## config.mk

```make
export PLATFORM = sky130hd
export DESIGN_NAME = task_slot_scheduler
export DESIGN_NICKNAME = d
export VERILOG_FILES = /design/src/design/tss_pkg.sv /design/src/design/tss_slot_mem.sv /design/src/design/tss_out_buf.sv /design/src/design/tss_ctrl.sv /design/src/design/task_slot_scheduler.sv
export SDC_FILE = /design/constraint.sdc
export NUM_CORES = 1
export LEC_CHECK = 0
export ABC_CLOCK_PERIOD_IN_PS = 5100
export BUFFER_PORTS_ARGS = -buffer_cell sky130_fd_sc_hd__buf_2
export CORE_MARGIN = 4
export CORE_UTILIZATION = 45
export CTS_BUF_LIST = sky130_fd_sc_hd__clkbuf_8
export CTS_CLUSTER_DIAMETER = 40
export DETAILED_ROUTE_END_ITERATION = 12
export GPL_ROUTABILITY_DRIVEN = 0
export SLEW_MARGIN = 25
export SYNTH_ARGS = -nofsm -noshare
export SYNTH_HDL_FRONTEND = slang
export SYNTH_SLANG_ARGS = --single-unit
```

## constraint.sdc

```tcl
create_clock -name aclk -period 5.1 [get_ports aclk]
set_input_delay 0.765 -clock aclk [delete_from_list [all_inputs] [get_ports aclk]]
set_output_delay 0.765 -clock aclk [all_outputs]
set_load 0.005 [all_outputs]
```

## src/design/tss_pkg.sv

```systemverilog
// ----------------------------------------------------------------------------
// Task slot scheduler package
// Command and result payload types, slot entry layout, controller states.
// ----------------------------------------------------------------------------
package tss_pkg;

    // Command codes carried in the input transfer.
    typedef enum logic [1:0] {
        CMD_ADD      = 2'd0,
        CMD_DELETE   = 2'd1,
        CMD_TICK     = 2'd2,
        CMD_DISPATCH = 2'd3
    } cmd_e;

    // Input payload.
    typedef struct packed {
        cmd_e        command;
        logic [2:0]  slot;
        logic [7:0]  task_handle;
        logic [15:0] start_delay;
        logic [15:0] repeat_period;
    } cmd_t;

    // Result payload.
    typedef struct packed {
        logic       status;
        logic [2:0] result_slot;
        logic [7:0] run_handle;
        logic       run_valid;
        logic       last_result;
    } result_t;

    // One word of the slot memory.
    typedef struct packed {
        logic [7:0]  handle;
        logic [15:0] delay;
        logic [15:0] period;
        logic [7:0]  pending;
    } entry_t;

    // Controller states.
    typedef enum logic [3:0] {
        ST_IDLE,
        ST_ADD_SCAN,
        ST_ADD_OUT,
        ST_DEL,
        ST_TICK_RD,
        ST_TICK_WR,
        ST_DSP_PRIME,
        ST_DSP_SCAN,
        ST_DSP_FLUSH
    } state_e;

    localparam logic STATUS_OK   = 1'b0;
    localparam logic STATUS_FAIL = 1'b1;

    // A dispatch names at most this many tasks.
    localparam int MAX_RESULTS = 8;
    localparam int CNT_W       = 4;

    localparam logic [7:0] PENDING_MAX = 8'hFF;

endpackage

```

## src/design/tss_slot_mem.sv

```systemverilog
// ----------------------------------------------------------------------------
// Task slot memory
// One write port and one read port; read data is registered.
// ----------------------------------------------------------------------------
module tss_slot_mem #(
    parameter int SLOTS = 8
) (
    input  logic                                 aclk,
    input  logic                                 we,
    input  logic [(SLOTS > 1 ? $clog2(SLOTS) : 1)-1:0] waddr,
    input  tss_pkg::entry_t                      wdata,
    input  logic [(SLOTS > 1 ? $clog2(SLOTS) : 1)-1:0] raddr,
    output tss_pkg::entry_t                      rdata
);

    tss_pkg::entry_t mem_reg [SLOTS];
    tss_pkg::entry_t rdata_reg;

    // Write port.
    always_ff @(posedge aclk) begin
        if (we) begin
            mem_reg[waddr] <= wdata;
        end
    end

    // Registered read port.
    always_ff @(posedge aclk) begin
        rdata_reg <= mem_reg[raddr];
    end

    assign rdata = rdata_reg;

endmodule

```

## src/design/tss_out_buf.sv

```systemverilog
// ----------------------------------------------------------------------------
// Task slot scheduler output register
// Holds one result until the receiver takes the transfer.
// ----------------------------------------------------------------------------
module tss_out_buf (
    input  logic             aclk,
    input  logic             aresetn,
    input  logic             push,
    input  tss_pkg::result_t push_data,
    output logic             out_free,
    output logic             m_valid,
    input  logic             m_ready,
    output tss_pkg::result_t m_data
);

    logic             valid_reg;
    logic             valid_next;
    tss_pkg::result_t data_reg;

    // The register can load when empty or when its result leaves this cycle.
    assign out_free   = !valid_reg || m_ready;
    assign valid_next = push ? 1'b1 : (m_ready ? 1'b0 : valid_reg);

    always_ff @(posedge aclk) begin
        if (!aresetn) begin
            valid_reg <= 1'b0;
        end else begin
            valid_reg <= valid_next;
        end
    end

    always_ff @(posedge aclk) begin
        if (push) begin
            data_reg <= push_data;
        end
    end

    assign m_valid = valid_reg;
    assign m_data  = data_reg;

endmodule

```

## src/design/tss_ctrl.sv

```systemverilog
// ----------------------------------------------------------------------------
// Task slot scheduler controller
// Sequences add, delete, tick and dispatch over the slot memory.
// ----------------------------------------------------------------------------
module tss_ctrl #(
    parameter int SLOTS = 8
) (
    input  logic                                 aclk,
    input  logic                                 aresetn,
    input  logic                                 s_valid,
    output logic                                 s_ready,
    input  tss_pkg::cmd_t                        s_data,
    output logic                                 mem_we,
    output logic [(SLOTS > 1 ? $clog2(SLOTS) : 1)-1:0] mem_waddr,
    output tss_pkg::entry_t                      mem_wdata,
    output logic [(SLOTS > 1 ? $clog2(SLOTS) : 1)-1:0] mem_raddr,
    input  tss_pkg::entry_t                      rd_data,
    output logic                                 push,
    output tss_pkg::result_t                     push_data,
    input  logic                                 out_free
);

    localparam int IDX_W = (SLOTS > 1) ? $clog2(SLOTS) : 1;
    localparam logic [IDX_W-1:0] LAST_IDX = IDX_W'(SLOTS - 1);

    tss_pkg::state_e             state_reg, state_next;
    tss_pkg::cmd_t               cmd_reg;
    logic [IDX_W-1:0]            idx_reg, idx_next;
    logic                        full_reg, full_next;
    logic [tss_pkg::CNT_W-1:0]   cnt_reg, cnt_next;
    logic                        cand_valid_reg, cand_valid_next;
    logic [IDX_W-1:0]            cand_slot_reg, cand_slot_next;
    logic [7:0]                  cand_handle_reg, cand_handle_next;
    logic [SLOTS-1:0]            valid_reg, valid_next;

    logic                        accept;
    logic                        slot_ok;
    logic [IDX_W-1:0]            slot_idx;
    logic                        hit;
    logic                        at_end;
    logic                        last_hit;

    assign s_ready = (state_reg == tss_pkg::ST_IDLE);
    assign accept  = s_valid && s_ready;

    // Slot field of the held command, checked against the table size.
    assign slot_ok  = (32'(cmd_reg.slot) < SLOTS);
    assign slot_idx = IDX_W'(32'(cmd_reg.slot));

    // Dispatch scan: read data belongs to the slot at idx_reg.
    assign hit    = valid_reg[idx_reg] && (rd_data.pending != 8'd0);
    assign at_end = (idx_reg == LAST_IDX);

    // The current hit ends the scan when the result limit or the last slot is reached.
    assign last_hit = (cnt_reg == tss_pkg::CNT_W'(tss_pkg::MAX_RESULTS - 1)) || at_end;

    // Control registers.
    always_ff @(posedge aclk) begin
        if (!aresetn) begin
            state_reg      <= tss_pkg::ST_IDLE;
            idx_reg        <= '0;
            full_reg       <= 1'b0;
            cnt_reg        <= '0;
            cand_valid_reg <= 1'b0;
            valid_reg      <= '0;
        end else begin
            state_reg      <= state_next;
            idx_reg        <= idx_next;
            full_reg       <= full_next;
            cnt_reg        <= cnt_next;
            cand_valid_reg <= cand_valid_next;
            valid_reg      <= valid_next;
        end
    end

    // Payload registers.
    always_ff @(posedge aclk) begin
        if (accept) begin
            cmd_reg <= s_data;
        end
        cand_slot_reg   <= cand_slot_next;
        cand_handle_reg <= cand_handle_next;
    end

    // Next state, memory accesses and result pushes.
    always_comb begin
        state_next       = state_reg;
        idx_next         = idx_reg;
        full_next        = full_reg;
        cnt_next         = cnt_reg;
        cand_valid_next  = cand_valid_reg;
        cand_slot_next   = cand_slot_reg;
        cand_handle_next = cand_handle_reg;
        valid_next       = valid_reg;
        mem_we           = 1'b0;
        mem_waddr        = idx_reg;
        mem_wdata        = rd_data;
        mem_raddr        = idx_reg;
        push             = 1'b0;
        push_data        = '0;

        unique case (state_reg)
            tss_pkg::ST_IDLE: begin
                if (s_valid) begin
                    idx_next        = '0;
                    cnt_next        = '0;
                    cand_valid_next = 1'b0;
                    unique case (s_data.command)
                        tss_pkg::CMD_ADD:      state_next = tss_pkg::ST_ADD_SCAN;
                        tss_pkg::CMD_DELETE:   state_next = tss_pkg::ST_DEL;
                        tss_pkg::CMD_TICK:     state_next = tss_pkg::ST_TICK_RD;
                        tss_pkg::CMD_DISPATCH: state_next = tss_pkg::ST_DSP_PRIME;
                    endcase
                end
            end

            // Look for the lowest free slot, one slot per cycle.
            tss_pkg::ST_ADD_SCAN: begin
                if (!valid_reg[idx_reg]) begin
                    full_next  = 1'b0;
                    state_next = tss_pkg::ST_ADD_OUT;
                end else if (at_end) begin
                    full_next  = 1'b1;
                    state_next = tss_pkg::ST_ADD_OUT;
                end else begin
                    idx_next = idx_reg + IDX_W'(1);
                end
            end

            // Store the task and report the slot taken, or report a full table.
            tss_pkg::ST_ADD_OUT: begin
                if (out_free) begin
                    push                  = 1'b1;
                    push_data.last_result = 1'b1;
                    if (full_reg) begin
                        push_data.status = tss_pkg::STATUS_FAIL;
                    end else begin
                        push_data.status      = tss_pkg::STATUS_OK;
                        push_data.result_slot = 3'(32'(idx_reg));
                        mem_we                = 1'b1;
                        mem_waddr             = idx_reg;
                        mem_wdata.handle      = cmd_reg.task_handle;
                        mem_wdata.delay       = cmd_reg.start_delay;
                        mem_wdata.period      = cmd_reg.repeat_period;
                        mem_wdata.pending     = 8'd0;
                        valid_next[idx_reg]   = 1'b1;
                    end
                    state_next = tss_pkg::ST_IDLE;
                end
            end

            // Free the slot; an empty or nonexistent slot reports a failure.
            tss_pkg::ST_DEL: begin
                if (out_free) begin
                    push                  = 1'b1;
                    push_data.result_slot = cmd_reg.slot;
                    push_data.last_result = 1'b1;
                    if (slot_ok) begin
                        push_data.status     = valid_reg[slot_idx] ? tss_pkg::STATUS_OK
                                                                   : tss_pkg::STATUS_FAIL;
                        valid_next[slot_idx] = 1'b0;
                    end else begin
                        push_data.status = tss_pkg::STATUS_FAIL;
                    end
                    state_next = tss_pkg::ST_IDLE;
                end
            end

            tss_pkg::ST_TICK_RD: begin
                mem_raddr  = slot_idx;
                state_next = tss_pkg::ST_TICK_WR;
            end

            // Count down the delay, or count a run and reload the delay.
            tss_pkg::ST_TICK_WR: begin
                if (slot_ok && valid_reg[slot_idx]) begin
                    mem_we    = 1'b1;
                    mem_waddr = slot_idx;
                    if (rd_data.delay == 16'd0) begin
                        if (rd_data.pending != tss_pkg::PENDING_MAX) begin
                            mem_wdata.pending = rd_data.pending + 8'd1;
                        end
                        if (rd_data.period != 16'd0) begin
                            mem_wdata.delay = rd_data.period;
                        end
                    end else begin
                        mem_wdata.delay = rd_data.delay - 16'd1;
                    end
                end
                state_next = tss_pkg::ST_IDLE;
            end

            tss_pkg::ST_DSP_PRIME: begin
                mem_raddr  = '0;
                idx_next   = '0;
                state_next = tss_pkg::ST_DSP_SCAN;
            end

            // Scan the slots; each hit is held until the next one shows
            // whether it is the last result of the dispatch.
            tss_pkg::ST_DSP_SCAN: begin
                if (hit) begin
                    if (cand_valid_reg && !out_free) begin
                        mem_raddr = idx_reg;
                    end else begin
                        if (cand_valid_reg) begin
                            push                  = 1'b1;
                            push_data.status      = tss_pkg::STATUS_OK;
                            push_data.result_slot = 3'(32'(cand_slot_reg));
                            push_data.run_handle  = cand_handle_reg;
                            push_data.run_valid   = 1'b1;
                        end
                        cand_valid_next   = 1'b1;
                        cand_slot_next    = idx_reg;
                        cand_handle_next  = rd_data.handle;
                        mem_we            = 1'b1;
                        mem_waddr         = idx_reg;
                        mem_wdata.pending = rd_data.pending - 8'd1;
                        cnt_next          = cnt_reg + tss_pkg::CNT_W'(1);
                        if (last_hit) begin
                            state_next = tss_pkg::ST_DSP_FLUSH;
                        end else begin
                            idx_next  = idx_reg + IDX_W'(1);
                            mem_raddr = idx_reg + IDX_W'(1);
                        end
                    end
                end else if (at_end) begin
                    state_next = tss_pkg::ST_DSP_FLUSH;
                end else begin
                    idx_next  = idx_reg + IDX_W'(1);
                    mem_raddr = idx_reg + IDX_W'(1);
                end
            end

            // Send the held hit as the last result, or an empty result.
            tss_pkg::ST_DSP_FLUSH: begin
                if (out_free) begin
                    push                  = 1'b1;
                    push_data.last_result = 1'b1;
                    if (cand_valid_reg) begin
                        push_data.result_slot = 3'(32'(cand_slot_reg));
                        push_data.run_handle  = cand_handle_reg;
                        push_data.run_valid   = 1'b1;
                    end
                    cand_valid_next = 1'b0;
                    state_next      = tss_pkg::ST_IDLE;
                end
            end

            default: begin
                state_next = tss_pkg::ST_IDLE;
            end
        endcase
    end

endmodule

```

## src/design/task_slot_scheduler.sv

```systemverilog
// ----------------------------------------------------------------------------
// Task slot scheduler
// Cooperative scheduler over a table of task slots kept in one memory.
// ----------------------------------------------------------------------------
// Usage: commands arrive on the s_ channel (valid/ready) and results leave on
// the m_ channel (valid/ready), one struct per transfer. A command is taken
// only while the controller is idle; a result waiting in the output register
// does not keep the next command out until that command has a result to send.
// Steps per command, up to the result being loaded into the output register:
//   add       scan of the valid bits, one slot checked a cycle, then one result
//   delete    one result
//   tick      memory read, then write back, no result
//   dispatch  scan, one memory entry read a cycle unless a held hit waits for
//             the output register, up to 8 results, the last marked by last_result
// After the last result is loaded, the next command can be taken in the following cycle.
// Reset clears the valid bit of every slot; an invalid slot reads as empty,
// so no clearing pass over the memory is needed.
// When the receiver stalls, the output register holds its result and the
// controller waits before loading the next one, keeping every result.
// ----------------------------------------------------------------------------
module task_slot_scheduler #(
    parameter int SLOTS = 8
) (
    input  logic             aclk,
    input  logic             aresetn,
    input  logic             s_valid,
    output logic             s_ready,
    input  tss_pkg::cmd_t    s_data,
    output logic             m_valid,
    input  logic             m_ready,
    output tss_pkg::result_t m_data
);

    localparam int IDX_W = (SLOTS > 1) ? $clog2(SLOTS) : 1;

    logic             mem_we;
    logic [IDX_W-1:0] mem_waddr;
    tss_pkg::entry_t  mem_wdata;
    logic [IDX_W-1:0] mem_raddr;
    tss_pkg::entry_t  rd_data;
    logic             push;
    tss_pkg::result_t push_data;
    logic             out_free;

    // Command sequencer.
    tss_ctrl #(
        .SLOTS (SLOTS)
    ) u_ctrl (
        .aclk      (aclk),
        .aresetn   (aresetn),
        .s_valid   (s_valid),
        .s_ready   (s_ready),
        .s_data    (s_data),
        .mem_we    (mem_we),
        .mem_waddr (mem_waddr),
        .mem_wdata (mem_wdata),
        .mem_raddr (mem_raddr),
        .rd_data   (rd_data),
        .push      (push),
        .push_data (push_data),
        .out_free  (out_free)
    );

    // Slot table storage.
    tss_slot_mem #(
        .SLOTS (SLOTS)
    ) u_slot_mem (
        .aclk  (aclk),
        .we    (mem_we),
        .waddr (mem_waddr),
        .wdata (mem_wdata),
        .raddr (mem_raddr),
        .rdata (rd_data)
    );

    // Result register toward the receiver.
    tss_out_buf u_out_buf (
        .aclk      (aclk),
        .aresetn   (aresetn),
        .push      (push),
        .push_data (push_data),
        .out_free  (out_free),
        .m_valid   (m_valid),
        .m_ready   (m_ready),
        .m_data    (m_data)
    );

endmodule

```

# ---- Word level (Yosys, flattened, before mapping)
# Memories as Yosys holds them, arrays and structs flattened. A register that Yosys moved wholly into a read port is not among the register bits.
# Index checks and enable logic that the tools add are counted.
# Widths: inputs -> output; s select.
dict set report op_classes {
  n_lt_le_gt_ge 4
  bitwise_logic 4
  reduce_logical 28
  n_addsub 5
  eq_ne 28
  mux 86
}
# op count
set op_table {}
lappend op_table {{$mux 48} 2}
lappend op_table {{$mux 8} 9}
lappend op_table {{$mux 16} 4}
lappend op_table {{$mux 4} 13}
lappend op_table {{$mux 13} 3}
lappend op_table {{$pmux 16 s2} 1}
lappend op_table {{$mux 3} 9}
lappend op_table {{$mux 1} 25}
lappend op_table {{$mux 12} 2}
lappend op_table {{$pmux 3 s4} 2}
lappend op_table {{$pmux 4 s6} 1}
lappend op_table {{$pmux 8 s3} 1}
lappend op_table {{$eq 4x3->1 const B} 5}
lappend op_table {{$pmux 9 s2} 1}
lappend op_table {{$logic_not 16->1} 1}
lappend op_table {{$pmux 4 s4} 1}
lappend op_table {{$pmux 8 s2} 1}
lappend op_table {{$reduce_bool 16->1} 1}
lappend op_table {{$sub 16x1->16 const B} 1}
lappend op_table {{$ne 2x1->1 const B} 7}
lappend op_table {{$pmux 1 s3} 3}
lappend op_table {{$pmux 3 s3} 1}
lappend op_table {{$add 8x1->8 const B} 1}
lappend op_table {{$and 8x8->8} 1}
lappend op_table {{39 further kinds} 59}
dict set report word_totals {
  out_inout_bits 16
  register_bits 90
  in_bits 49
  word_cells 174
  memories 1
  ram_bits 384
}
# memory words word_bits read_ports rd_ports_with_merged_regs write_ports line
set memory_table {}
lappend memory_table {u_slot_mem.mem_reg 8 48 1 1 1 tss_slot_mem.sv:16} ;# tss_pkg::entry_t mem_reg [SLOTS];

# ---- Logic depth before layout (Yosys ltp)
# Gate-level depths: netlist of the first run.
dict set report depth {
  depth_word 9
  depth_mapped 12
  mapped_depth_nobuf 9
}

# ---- Cells and area by module
# Synthesis of the first run repeated with hierarchy kept, for this count alone.
dict set report hier_totals {
  cells_unflattened 1245
  area_unflattened_um2 21271.7
}
# mod instances seq_area_each_um2 cells_each area_per_inst_um2
set modules_own_cells {}
lappend modules_own_cells {tss_slot_mem 1 12492.0 616 15620.0}
lappend modules_own_cells {tss_ctrl 1 2042.0 611 5182.5}
lappend modules_own_cells {tss_out_buf 1 440.4 18 469.2}

# ---- Least setup slack after synthesis of the first run
# Ideal clock, no wire load.
dict set report synth_path {
  kind {register -> register}
  from {register u_ctrl.idx_reg[2]}
  to {memory u_slot_mem.mem_reg[4][0] (netlist name), enable pin}
  period_less_slack_ns 4.685
  required_time_ns 4.646
  arrival_time_ns 4.232
  path_buffers 1
  stages_incl_launch_ff 9
  slack_ns 0.415
  setup_ns 0.454
  path_cell_list {dfxtp_1 buf_2 inv_2 mux4_2 nand3_1 nor2_1 o21ai_0 o21a_1 nor2_1}
}
dict set report synth_via {
  elab_chain_len 7
  word_cells_on_any_way 9
  classes_between {mux (8); reduce/logical (1)}
}
# item line
set synth_rtl {}
lappend synth_rtl {{start: declaration} tss_ctrl.sv:28} ;# logic [IDX_W-1:0] idx_reg, idx_next;
lappend synth_rtl {{start signal: assignment} tss_ctrl.sv:68} ;# idx_reg <= idx_next;
lappend synth_rtl {{$bmux 1 s3} tss_ctrl.sv:51} ;# assign hit = valid_reg[idx_reg] && (rd_data.pending != 8'd0);
lappend synth_rtl {{$mux 1 (not written as such)} tss_ctrl.sv:51}
lappend synth_rtl {{$logic_and 1x1->1} tss_ctrl.sv:51}
lappend synth_rtl {{$mux 1} tss_ctrl.sv:202} ;# if (hit) begin
lappend synth_rtl {{$pmux 1 s3} tss_ctrl.sv:102} ;# unique case (state_reg)
lappend synth_rtl {{$mux 1} tss_slot_mem.sv:21} ;# if (we) begin
lappend synth_rtl {{$mux 1 (not written as such)} tss_slot_mem.sv:22} ;# mem_reg[waddr] <= wdata;
lappend synth_rtl {{end: declaration} tss_slot_mem.sv:16}
# Several ways; a longest one is shown, not always the timed one. The select of a mux whose other input is x is not followed.

# ---- Worst setup path in the final report of the first run
dict set report layout_path {
  from {register u_ctrl.idx_reg[0]}
  to {register, netlist name u_slot_mem.rdata[10]}
}
dict set report layout_via {
  elab_chain_len 6
  word_cells_on_any_way 11
  classes_between {add/sub (1); eq/ne (1); mux (7); reduce/logical (2)}
}
# item line
set layout_rtl {}
lappend layout_rtl {{parallel branches: the longest is 5 deep, another holds $add 3x1->3} n/a}
lappend layout_rtl {{$pmux 3 s3 *} tss_ctrl.sv:102}
# Mark *: on every way between the ends. The select of a mux whose other input is x is not followed.
# A chain may end at the register's enable or synchronous reset.

==> results.py, run 1 <==
metrics = {
    "run_status": {
        "status": "complete, no violations",
    },
    "timing": {
        "period_share": 0.7782,
        "finalHoldViolations": 0,
        "rsz0062_at_grt": "false",
        "maxSlewViolCount": 0,
        "setup_tns_ns": 0,
        "fmax_ghz": 0.2520,
        "fin_skew_ns": 0.03694,
        "max-slew-margin-rel": 0.3287,
        "final-setup-viol-count": 0,
        "period_needed_ns": 3.969,
        "worstMarginPinSlew_ns": 0.9993,
    },
    "power": {
        "p_int_mw": 9.619,
        "p_per_area_mw_per_mm2": 599.3,
        "p_comb_frac": 0.296,
        "swShare": 0.3493,
        "p_clk_frac": 0.263,
        "power.switching_mw": 5.163,
        "power_mw": 14.78,
        "seqPwrFrac": 0.440,
        "leakage_nw": 8.334,
        "peakVddDrop_uv": 404.0,
    },
    "critical_path": {
        "cp.buffers_inverters": 1,
        "cp-end-kind": "register",
        "cp_cell_sequence": "mux2_1 -> mux4_2 -> a31oi_1 -> mux2i_1 -> o21a_4 -> buf_12 -> a2111oi_0 -> nor4_1",
        "reg2reg_depth": 8,
        "critPathKind": "reg2reg",
        "critPathSlowestCell": "dfxtp_1",
        "cp_data_arrival_time_ns": 4.53,
        "start_kind": "register",
        "path_depth": 8,
        "slowest_delay_ns": 0.76,
        "crit_fanout": 44,
        "crit_family": "multiplexers",
        "required_ns": 5.66,
    },
    "grt": {
        "first_global_vias": 14050,
        "grt_max_degree": 193,
        "antenna_found_initial": 1,
        "grt_pass1_wl_um": 83840,
        "grt_overflow": 0,
        "grtUsageTotal": 0.2107,
    },
    "logic_synthesis": {
        "synth-edff-count": 452,
        "synthFlopType": "edfxtp_1",
        "ys_async_sr_fraction": 0,
        "netlist_area_mm2": 0.02167,
        "avgSynthCellArea_um2": 13.92,
        "synthesis.nets": 1615,
        "synth-seq-cells": 522,
        "synth_seq_area_share": 0.6911,
        "synth_cells": 1557,
        "synth-warning-count": 0,
        "synth_cell_type_count": 75,
    },
    "detailed_routing": {
        "dr.pass1.iters": 5,
        "drc": 0,
        "drt-vias-per-instance": 6.066,
        "wl_um": 54240,
        "wl_per_cell_um": 23.38,
        "drt_iter0_markers": 1355,
        "ant_nets": 0,
        "via_count": 14070,
    },
    "clock_network": {
        "post_cts_buffers": 0,
        "cts.repair.resized": 0,
        "h-tree-depth": 3,
        "clockBufferDepth": 3,
        "tritoncts": "done",
        "cts.sinks": 522,
        "cts.reportedPaths.clkPinSlew_ns": 0.06,
        "cts_root_buf": "clkbuf_8",
        "numCtsBuffers": 91,
        "clock_latency_ns": 0.68,
        "hold_buffers": 0,
    },
    "floorplan": {
        "die_width_um": 227.4,
        "ios": 65,
        "dieArea_mm2": 0.05172,
        "start_util": 0.4548,
        "core_mm2": 0.04765,
        "rows": 80,
        "die_h_um": 227.4,
    },
    "place": {
        "dp_hpwl_um": 29120,
        "portBuffers": 64,
    },
    "min_path": {
        "hold_depth": 1,
        "hold_class": "in2reg",
    },
    "job": {
        "drv_cap": 0,
    },
    "finish": {
        "largest_reg_flops": 384,
        "fillers": 4035,
        "area_growth_pct": 13.84,
        "n_antenna_cell": 0,
        "nNetsFinal": 1685,
        "drive_gt1_frac": 0.1730,
    },
}
logic make-up after synthesis:
group,after synthesis,share of synthesized area
AND/OR/NAND/NOR,465,0.1189
multiplexers,41,0.02189
adder cells (fa/ha/maj),9,0.005197
buffers and inverters,148,0.03078
AO/OA/AOI/OAI,367,0.1301
XOR/XNOR,5,0.002022
flip-flops,522,0.6911
Yosys cell counts, types with 6 or more instances:
master	instances	area, um^2
a2111oi_0	67	586.8
a2111oi_1	20	200.2
a2111oi_2	10	150.1
a211oi_1	100	750.7
a21oi_1	43	215.2
a221o_1	7	70.07
a31oi_1	11	68.82
and2_1	13	81.33
and3_1	198	1239
buf_2	17	85.08
buf_4	10	75.07
buf_6	7	78.83
clkbuf_1	88	330.3
dfxtp_1	70	1401
edfxtp_1	452	13570
ha_1	9	112.6
inv_1	19	71.32
mux2_2	27	304.0
mux2i_1	8	80.08
nand2_1	63	236.5
nand2b_1	8	50.05
nand3_1	20	100.1
nand4_1	6	37.54
nor2_1	67	251.5
nor3_1	10	50.05
nor4_1	56	350.3
o211ai_1	9	67.56
o21a_1	9	67.56
o21ai_0	43	215.2
metrics by stage:
step,hold WS (ns),util,worst slack (ns),instance area (um^2),instances
finish,0.2667,0.5177,1.131,24660,2320
global route,0.2077,0.5177,0.9143,24660,2320
CTS,0.1920,0.5174,1.043,24650,2319
detailed placement,0.4150,0.4774,1.051,22750,2148
global placement,0.4067,0.4774,1.174,22750,2148
floorplan,0.4044,-,0.4146,21670,1557
layout make-up:
class | count | area [um^2] | area share
inverter | 21 | 78.83 | 0.003196
clock buffer | 104 | 1431 | 0.05803
tap | 615 | 769.5 | 0.03120
clock inverter | 67 | 471.7 | 0.01912
sequential | 522 | 14970 | 0.6071
multi-input combinational | 887 | 6161 | 0.2498
timing repair buffer | 104 | 778.2 | 0.03155
layout by cell type, fill, tap and decap left out, types with 6 or more instances in the layout:
cell type and count:
o21a_1 8, a2111oi_1 20, nor4_1 56, nand3_1 20
bufinv_16 6, a2111oi_2 10, o211ai_1 9, nor2_4 8
mux2_2 27, clkinv_1 14, a31oi_1 10, a21oi_1 43
a2111oi_0 67, buf_2 64, clkinv_2 10, edfxtp_1 452
nor2_1 59, nand2_1 62, a221o_1 7, mux2i_1 8
inv_1 49, buf_4 27, nand2b_1 8, nor3_1 9
nand4_1 6, clkbuf_8 104, ha_1 9, a211oi_1 100
buf_12 12, dfxtp_1 70, and2_1 12, o21ai_0 43
and3_1 198
power by group through the flow:
stage	clock, mW	combinational, mW	sequential, mW
floorplan	0	3.01	6.31
global placement	0	4.28	6.58
detailed placement	0	4.37	6.58
CTS	4.00	4.38	6.50
global route	4.20	4.86	6.56
finish	3.89	4.38	6.51
worst reg2reg max path: stages (launching register included):
cell and delay (ns):
dfxtp_1 0.76, mux2_1 0.38, mux4_2 0.60, a31oi_1 0.22, mux2i_1 0.54, o21a_4 0.61, buf_12 0.33, a2111oi_0 0.11
nor4_1 0.31
worst paths after layout:
| kind | start | endpoint | slack, ns |
|---|---|---|---|
| worst max-delay path | u_ctrl.idx_reg[0] | u_slot_mem.rdata[10] | 1.13 |
| worst min-delay path | s_data[0] | u_ctrl.cmd_reg[0] | 0.27 |
| worst max register to register | u_ctrl.idx_reg[0] | u_slot_mem.rdata[10] | 1.13 |
| worst min register to register | u_slot_mem.rdata[45] | u_ctrl.cand_handle_reg[5] | 0.43 |
layer usage:
metal,GRT usage,vias up,part of all wire
li1,-,6426,-
met1,0.2886,7019,0.44
met2,0.3348,495,0.47
met3,0.04397,132,0.059
met4,0.07984,0,0.032
met5,0,-,0
(Power assumes the default switching activity.)
==> inputs of run 2 (changes only) <==
--- a/config.mk
+++ b/config.mk
@@ -5,7 +5,7 @@
 export SDC_FILE = /design/constraint.sdc
 export NUM_CORES = 1
 export LEC_CHECK = 0
-export ABC_CLOCK_PERIOD_IN_PS = 5100
+export ABC_CLOCK_PERIOD_IN_PS = 3200
 export BUFFER_PORTS_ARGS = -buffer_cell sky130_fd_sc_hd__buf_2
 export CORE_MARGIN = 4
 export CORE_UTILIZATION = 45
==> constraint.sdc (replaced) <==
create_clock -name aclk -period 3.2 [get_ports aclk]
set_input_delay 0.48 -clock aclk [delete_from_list [all_inputs] [get_ports aclk]]
set_output_delay 0.48 -clock aclk [all_outputs]
set_load 0.005 [all_outputs]
==> run 2 against run 1 <==
Net effect:
- sequential power rose by 58%
- worst setup slack got worse by 1.0 ns
- worst hold slack got worse by 0.035 ns
- design area rose by 3.3%
- flip-flop and latch count did not move
- largest power group unchanged
==> results.py, run 2 (synthesized netlist as in run 1, its figures left out) <==
metrics = {
    "timing": {
        "worstMarginPinSlew_ns": 1.072,
        "final-setup-viol-count": 0,
        "period_needed_ns": 3.105,
        "fin_skew_ns": 0.03034,
        "fin_ws_ns": 0.09527,
        "max-slew-margin-rel": 0.2797,
        "finalHoldViolations": 0,
        "fmax_ghz": 0.3221,
        "maxSlewViolCount": 0,
        "period_share": 0.9702,
    },
    "finish": {
        "fillers": 3981,
        "largest_reg_flops": 384,
        "ff_latch_area_mm2": 0.01498,
        "layout_commonest_cell": "edfxtp_1",
        "area_growth_pct": 17.62,
        "drive_gt1_frac": 0.1878,
        "n_antenna_cell": 0,
        "multi_input_area_mm2": 0.006190,
        "nNetsFinal": 1775,
        "instances_no_fill": 2404,
        "final_cell_mix": "edfxtp_1 (452), and3_1 (198), a211oi_1 (100)",
    },
    "clock_network": {
        "h-tree-depth": 3,
        "cts.sinks": 522,
        "cts.reportedPaths.clkPinSlew_ns": 0.06,
        "clock_latency_ns": 0.68,
        "cts_root_buf": "clkbuf_8",
        "tritoncts": "done",
        "clockBufferDepth": 3,
        "numCtsBuffers": 90,
    },
    "detailed_routing": {
        "via_count": 14600,
        "drt-vias-per-instance": 6.072,
        "drt_iter0_markers": 1455,
        "wl_per_cell_um": 23.32,
        "drc": 0,
        "wl_um": 56060,
        "ant_nets": 0,
        "dr.pass1.iters": 6,
    },
    "place": {
        "dp_hpwl_um": 31660,
        "dp_cells": 2195,
        "dp_slack_ns": 0.01968,
        "portBuffers": 64,
    },
    "grt": {
        "grt_max_degree": 83,
        "grt_overflow": 0,
        "grtUsageTotal": 0.2145,
        "grt_pass1_wl_um": 84910,
        "first_global_vias": 14330,
        "antenna_found_initial": 0,
    },
    "critical_path": {
        "reg2reg_depth": 9,
        "cp-end-kind": "register",
        "crit_fanout": 36,
        "crit_family": "compound AO/OA/AOI/OAI gates",
        "cp_cell_sequence": "buf_4 -> mux2i_1 -> mux4_2 -> o41ai_2 -> o21ai_4 -> buf_4 -> and3_1 -> a2111oi_0 -> nor4_1",
        "rr_endpoint": "u_slot_mem.rdata[7]",
        "r2r_setup_slack_ns": 0.1,
        "critPathKind": "reg2reg",
        "required_ns": 3.74,
        "r2r-start": "u_ctrl.idx_reg[0]",
        "cp.buffers_inverters": 2,
        "critPathSlowestCell": "mux4_2",
        "slowest_delay_ns": 0.55,
        "start_kind": "register",
        "cp_data_arrival_time_ns": 3.64,
        "crit_top_cell": "buf_4",
    },
    "floorplan": {
        "ios": 65,
        "start_util": 0.4548,
        "rows": 80,
        "die_width_um": 227.4,
        "die_h_um": 227.4,
        "dieArea_mm2": 0.05172,
        "core_mm2": 0.04765,
    },
    "min_path": {
        "hold_class": "in2reg",
        "min-delay-start": "s_data[44]",
        "min_to": "u_ctrl.state_reg[2]",
        "hold_depth": 5,
    },
    "power": {
        "p_int_mw": 15.32,
        "p_comb_frac": 0.325,
        "p_clk_frac": 0.240,
        "seqPwrFrac": 0.435,
        "power.switching_mw": 8.404,
        "leakage_nw": 8.724,
        "p_per_area_mw_per_mm2": 930.9,
        "swShare": 0.3543,
        "peakVddDrop_uv": 396.4,
    },
    "job": {
        "drv_cap": 0,
    },
    "run_status": {
        "status": "complete, no violations",
    },
}
[run 2: worst max-delay path by stage]
stage	from	to	slack (ns)	cells after the start
global placement	u_ctrl.idx_reg[0]	u_slot_mem.rdata[9]	0.09	9
CTS	u_ctrl.idx_reg[0]	u_slot_mem.rdata[5]	0.009	9
detailed placement	u_ctrl.idx_reg[0]	u_slot_mem.rdata[5]	0.02	9
global route	u_ctrl.idx_reg[0]	u_slot_mem.rdata[7]	-0.006	8
floorplan	u_ctrl.slot_idx[2]	u_slot_mem.mem_reg[2][0]	0.07	8
finish	u_ctrl.idx_reg[0]	u_slot_mem.rdata[7]	0.1	9
[run 2: cell type report]
class	count	area share
clock buffers	98	0.05292
clock inverters	66	0.01453
inverters	21	0.003093
multi-input cells	888	0.2429
flip-flops and latches	522	0.5876
well taps	615	0.03019
repair buffers	194	0.06878
[run 2: repair_timing]
action	in CTS	in global routing
setup buffers	0	1
setup endpoints to repair	0	71
gates resized for setup	0	12
hold buffers	43	0
hold endpoints to repair	43	0
[run 2: stage by stage]
step	hold WS, ns	util	setup TNS, ns	area (um^2)	power [mW]
finish	0.2318	0.5349	0	25490	23.72
global route	0.2199	0.5349	-0.006231	25490	24.97
CTS	0.1786	0.5340	0	25440	23.79
detailed placement	0.4172	0.4889	0	23290	18.01
global placement	0.4117	0.4889	0	23290	17.91
floorplan	0.4044	-	0	21730	14.87
[run 2: power by group through the flow]
stage | Clock (mW) | Sequential [mW] | Combinational [mW]
after floorplan | 0 | 10.0 | 4.84
after global routing | 6.19 | 10.4 | 8.40
final | 5.69 | 10.3 | 7.70
after CTS | 5.83 | 10.3 | 7.65
after detailed placement | 0 | 10.4 | 7.58
after global placement | 0 | 10.4 | 7.47
[run 2: layer usage]
layer / GRT usage / wire [um]
met4: 0.07574 / 1512
met3: 0.04358 / 3455
met2: 0.3464 / 26640
met5: 0 / 0
met1: 0.2921 / 24460
[run 2: tightest hold or removal path, cell delays in order]
cell	delay (ns)
buf_2	0.10
nand2_1	0.05
o21ai_0	0.07
mux2i_1	0.07
nor2b_1	0.09
==> inputs of run 3 (changes only) <==
--- a/config.mk
+++ b/config.mk
@@ -9,7 +9,7 @@
 export BUFFER_PORTS_ARGS = -buffer_cell sky130_fd_sc_hd__buf_2
 export CORE_MARGIN = 4
 export CORE_UTILIZATION = 45
-export CTS_BUF_LIST = sky130_fd_sc_hd__clkbuf_8
+export CTS_BUF_LIST = sky130_fd_sc_hd__clkbuf_8 sky130_fd_sc_hd__clkbuf_16
 export CTS_CLUSTER_DIAMETER = 40
 export DETAILED_ROUTE_END_ITERATION = 12
 export GPL_ROUTABILITY_DRIVEN = 0
==> run 3 against run 2 <==
Net effect:
- maximum frequency increased by 0.49%
- sequential share of layout area down 0.82 points
- critical path depth is the same
- routed wire length shrank 0.96%
==> results.py, run 3 (synthesized netlist as in run 1, its figures left out) <==
metrics = {
    "detailed_routing": {
        "wl_um": 55520,
        "wl_per_cell_um": 23.82,
        "dr_wl_met3_um": 3397,
        "drt_iter0_markers": 1446,
        "top_layer_used": "met4",
        "via_count": 14310,
        "drc": 0,
        "dr.pass1.iters": 5,
        "ant_nets": 0,
        "drt-vias-per-instance": 6.137,
        "wl_met2_um": 26290,
        "wl_met1_um": 24240,
    },
    "finish": {
        "fillers": 3870,
        "instances_no_fill": 2331,
        "layout_commonest_cell": "edfxtp_1",
        "area_growth_pct": 19.30,
        "n_antenna_cell": 0,
        "drive_gt1_frac": 0.1964,
        "final_cell_area_mm2": 0.02585,
        "largest_reg_flops": 384,
        "nNetsFinal": 1714,
        "final_cell_mix": "edfxtp_1 (452), and3_1 (198), a211oi_1 (100)",
        "final_util": 0.5425,
    },
    "clock_network": {
        "clockBufferDepth": 3,
        "numCtsBuffers": 72,
        "cts.sinks": 522,
        "hold_buffers": 0,
        "cts.reportedPaths.clkPinSlew_ns": 0.06,
        "tritoncts": "done",
        "cts_root_buf": "clkbuf_16",
        "h-tree-depth": 3,
        "clock_latency_ns": 0.60,
    },
    "critical_path": {
        "worstSetupStartpoint": "u_ctrl.idx_reg[0]",
        "start_kind": "register",
        "r2r-start": "u_ctrl.idx_reg[0]",
        "reg2reg_depth": 9,
        "cp.buffers_inverters": 2,
        "cp_cell_sequence": "buf_4 -> mux2i_1 -> mux4_2 -> o41ai_2 -> o21ai_4 -> buf_4 -> and3_1 -> a2111oi_0 -> nor4_1",
        "slowest_delay_ns": 0.55,
        "cp_data_arrival_time_ns": 3.55,
        "critPathSlowestCell": "mux4_2",
        "crit_top_cell": "buf_4",
        "r2r_setup_slack_ns": 0.11,
        "critPathKind": "reg2reg",
        "crit_family": "compound AO/OA/AOI/OAI gates",
        "required_ns": 3.66,
        "crit_fanout": 36,
        "critPathCapture": "u_slot_mem.rdata[12]",
        "path_depth": 9,
        "cp-end-kind": "register",
        "rr_endpoint": "u_slot_mem.rdata[12]",
    },
    "floorplan": {
        "ios": 65,
        "core_mm2": 0.04765,
        "die_width_um": 227.4,
        "start_util": 0.4548,
        "dieArea_mm2": 0.05172,
        "die_h_um": 227.4,
        "rows": 80,
    },
    "min_path": {
        "min-delay-start": "s_data[1]",
        "hold_class": "in2reg",
    },
    "timing": {
        "finalHoldViolations": 0,
        "worstMarginPinSlew_ns": 1.063,
        "rsz0062_at_grt": "true",
        "maxSlewViolCount": 0,
        "final-setup-viol-count": 0,
        "max-slew-margin-rel": 0.2856,
        "fmax_ghz": 0.3237,
        "period_share": 0.9655,
        "period_needed_ns": 3.090,
        "fin_skew_ns": 0.02339,
    },
    "power": {
        "power_mw": 26.14,
        "swShare": 0.3328,
        "p_per_area_mw_per_mm2": 1011,
        "seqPwrFrac": 0.395,
        "p_int_mw": 17.44,
        "power.switching_mw": 8.699,
        "peakVddDrop_uv": 435.0,
        "p_clk_frac": 0.314,
        "p_comb_frac": 0.291,
        "leakage_nw": 8.783,
    },
    "place": {
        "dp_hpwl_um": 31660,
        "dp_cells": 2195,
        "portBuffers": 64,
        "placed_cell_area_mm2": 0.02329,
    },
    "grt": {
        "grtUsageTotal": 0.2138,
        "first_global_vias": 14060,
        "grt_max_degree": 83,
        "grt_overflow": 0,
        "grt_pass1_wl_um": 84550,
        "antenna_found_initial": 0,
    },
    "run_status": {
        "status": "complete, no violations",
    },
    "job": {
        "drv_cap": 0,
    },
}
-- run 3: changes by cell type in the layout (fill, tap and decap cells not counted), moves of 5 or more --
cell	previous run	this run
bufinv_16	2	11
clkbuf_16	0	74
clkbuf_8	98	1
clkinvlp_4	5	10
dlygate4sd3_1	43	0
inv_1	53	25
inv_6	2	7
-- run 3: worst reg2reg max path, cell delays in order, from the launching register on --
cell	delay, ns
dfxtp_2	0.44
buf_4	0.16
mux2i_1	0.07
mux4_2	0.55
o41ai_2	0.45
o21ai_4	0.19
buf_4	0.29
and3_1	0.22
a2111oi_0	0.47
nor4_1	0.12
-- run 3: metal layers --
| metal | global-route usage | up-vias |
|---|---|---|
| met3 | 0.04075 | 101 |
| met2 | 0.3471 | 533 |
| met1 | 0.2926 | 7168 |
| met4 | 0.07261 | 0 |
| li1 | - | 6504 |
| met5 | 0 | - |
-- run 3: final cells by class --
type	instances	area, um^2	share of cell area
Multi-Input combinational cell	887	6177	0.2390
Sequential cell	522	14980	0.5794
Timing Repair Buffer	152	1323	0.05116
Clock buffer	75	1866	0.07217
Inverter	21	78.83	0.003050
Clock inverter	59	659.4	0.02551
Tap cell	615	769.5	0.02977
-- run 3: timing repair --
action | CTS | global route
setup endpoints to repair | 1 | 53
gates resized for setup | 1 | 6
setup buffers | 0 | 2
pin swaps | 0 | 2
-- run 3: stage by stage --
stage / setup TNS (ns) / hold slack, ns / setup WS [ns]
floorplan: 0 / 0.4044 / 0.07303
global placement: 0 / 0.4117 / 0.08540
detailed placement: 0 / 0.4172 / 0.01968
CTS: 0 / 0.01382 / 0.1180
global route: -0.1961 / 0.02254 / -0.05619
finish: 0 / 0.05120 / 0.1104
-- run 3: worst min path at each step --
stage                                end  slack (ns)  cells after the start
2_1_floorplan  u_ctrl.cand_handle_reg[0]        0.40                      0
3_3_place_gp   u_ctrl.cand_handle_reg[4]        0.41                      0
3_5_place_dp   u_ctrl.cand_handle_reg[6]        0.42                      0
4_1_cts               u_ctrl.cmd_reg[13]        0.01                      1
5_1_grt               u_ctrl.cmd_reg[12]        0.02                      1
6_report               u_ctrl.cmd_reg[1]        0.05                      1
-- run 3: power by group through the flow --
stage | logic (mW) | registers (mW) | clock network, mW
2_1_floorplan | 4.84 | 10.0 | 0
3_3_place_gp | 7.47 | 10.4 | 0
3_5_place_dp | 7.58 | 10.4 | 0
4_1_cts | 7.62 | 10.3 | 8.34
5_1_grt | 8.32 | 10.4 | 8.68
6_report | 7.61 | 10.3 | 8.20
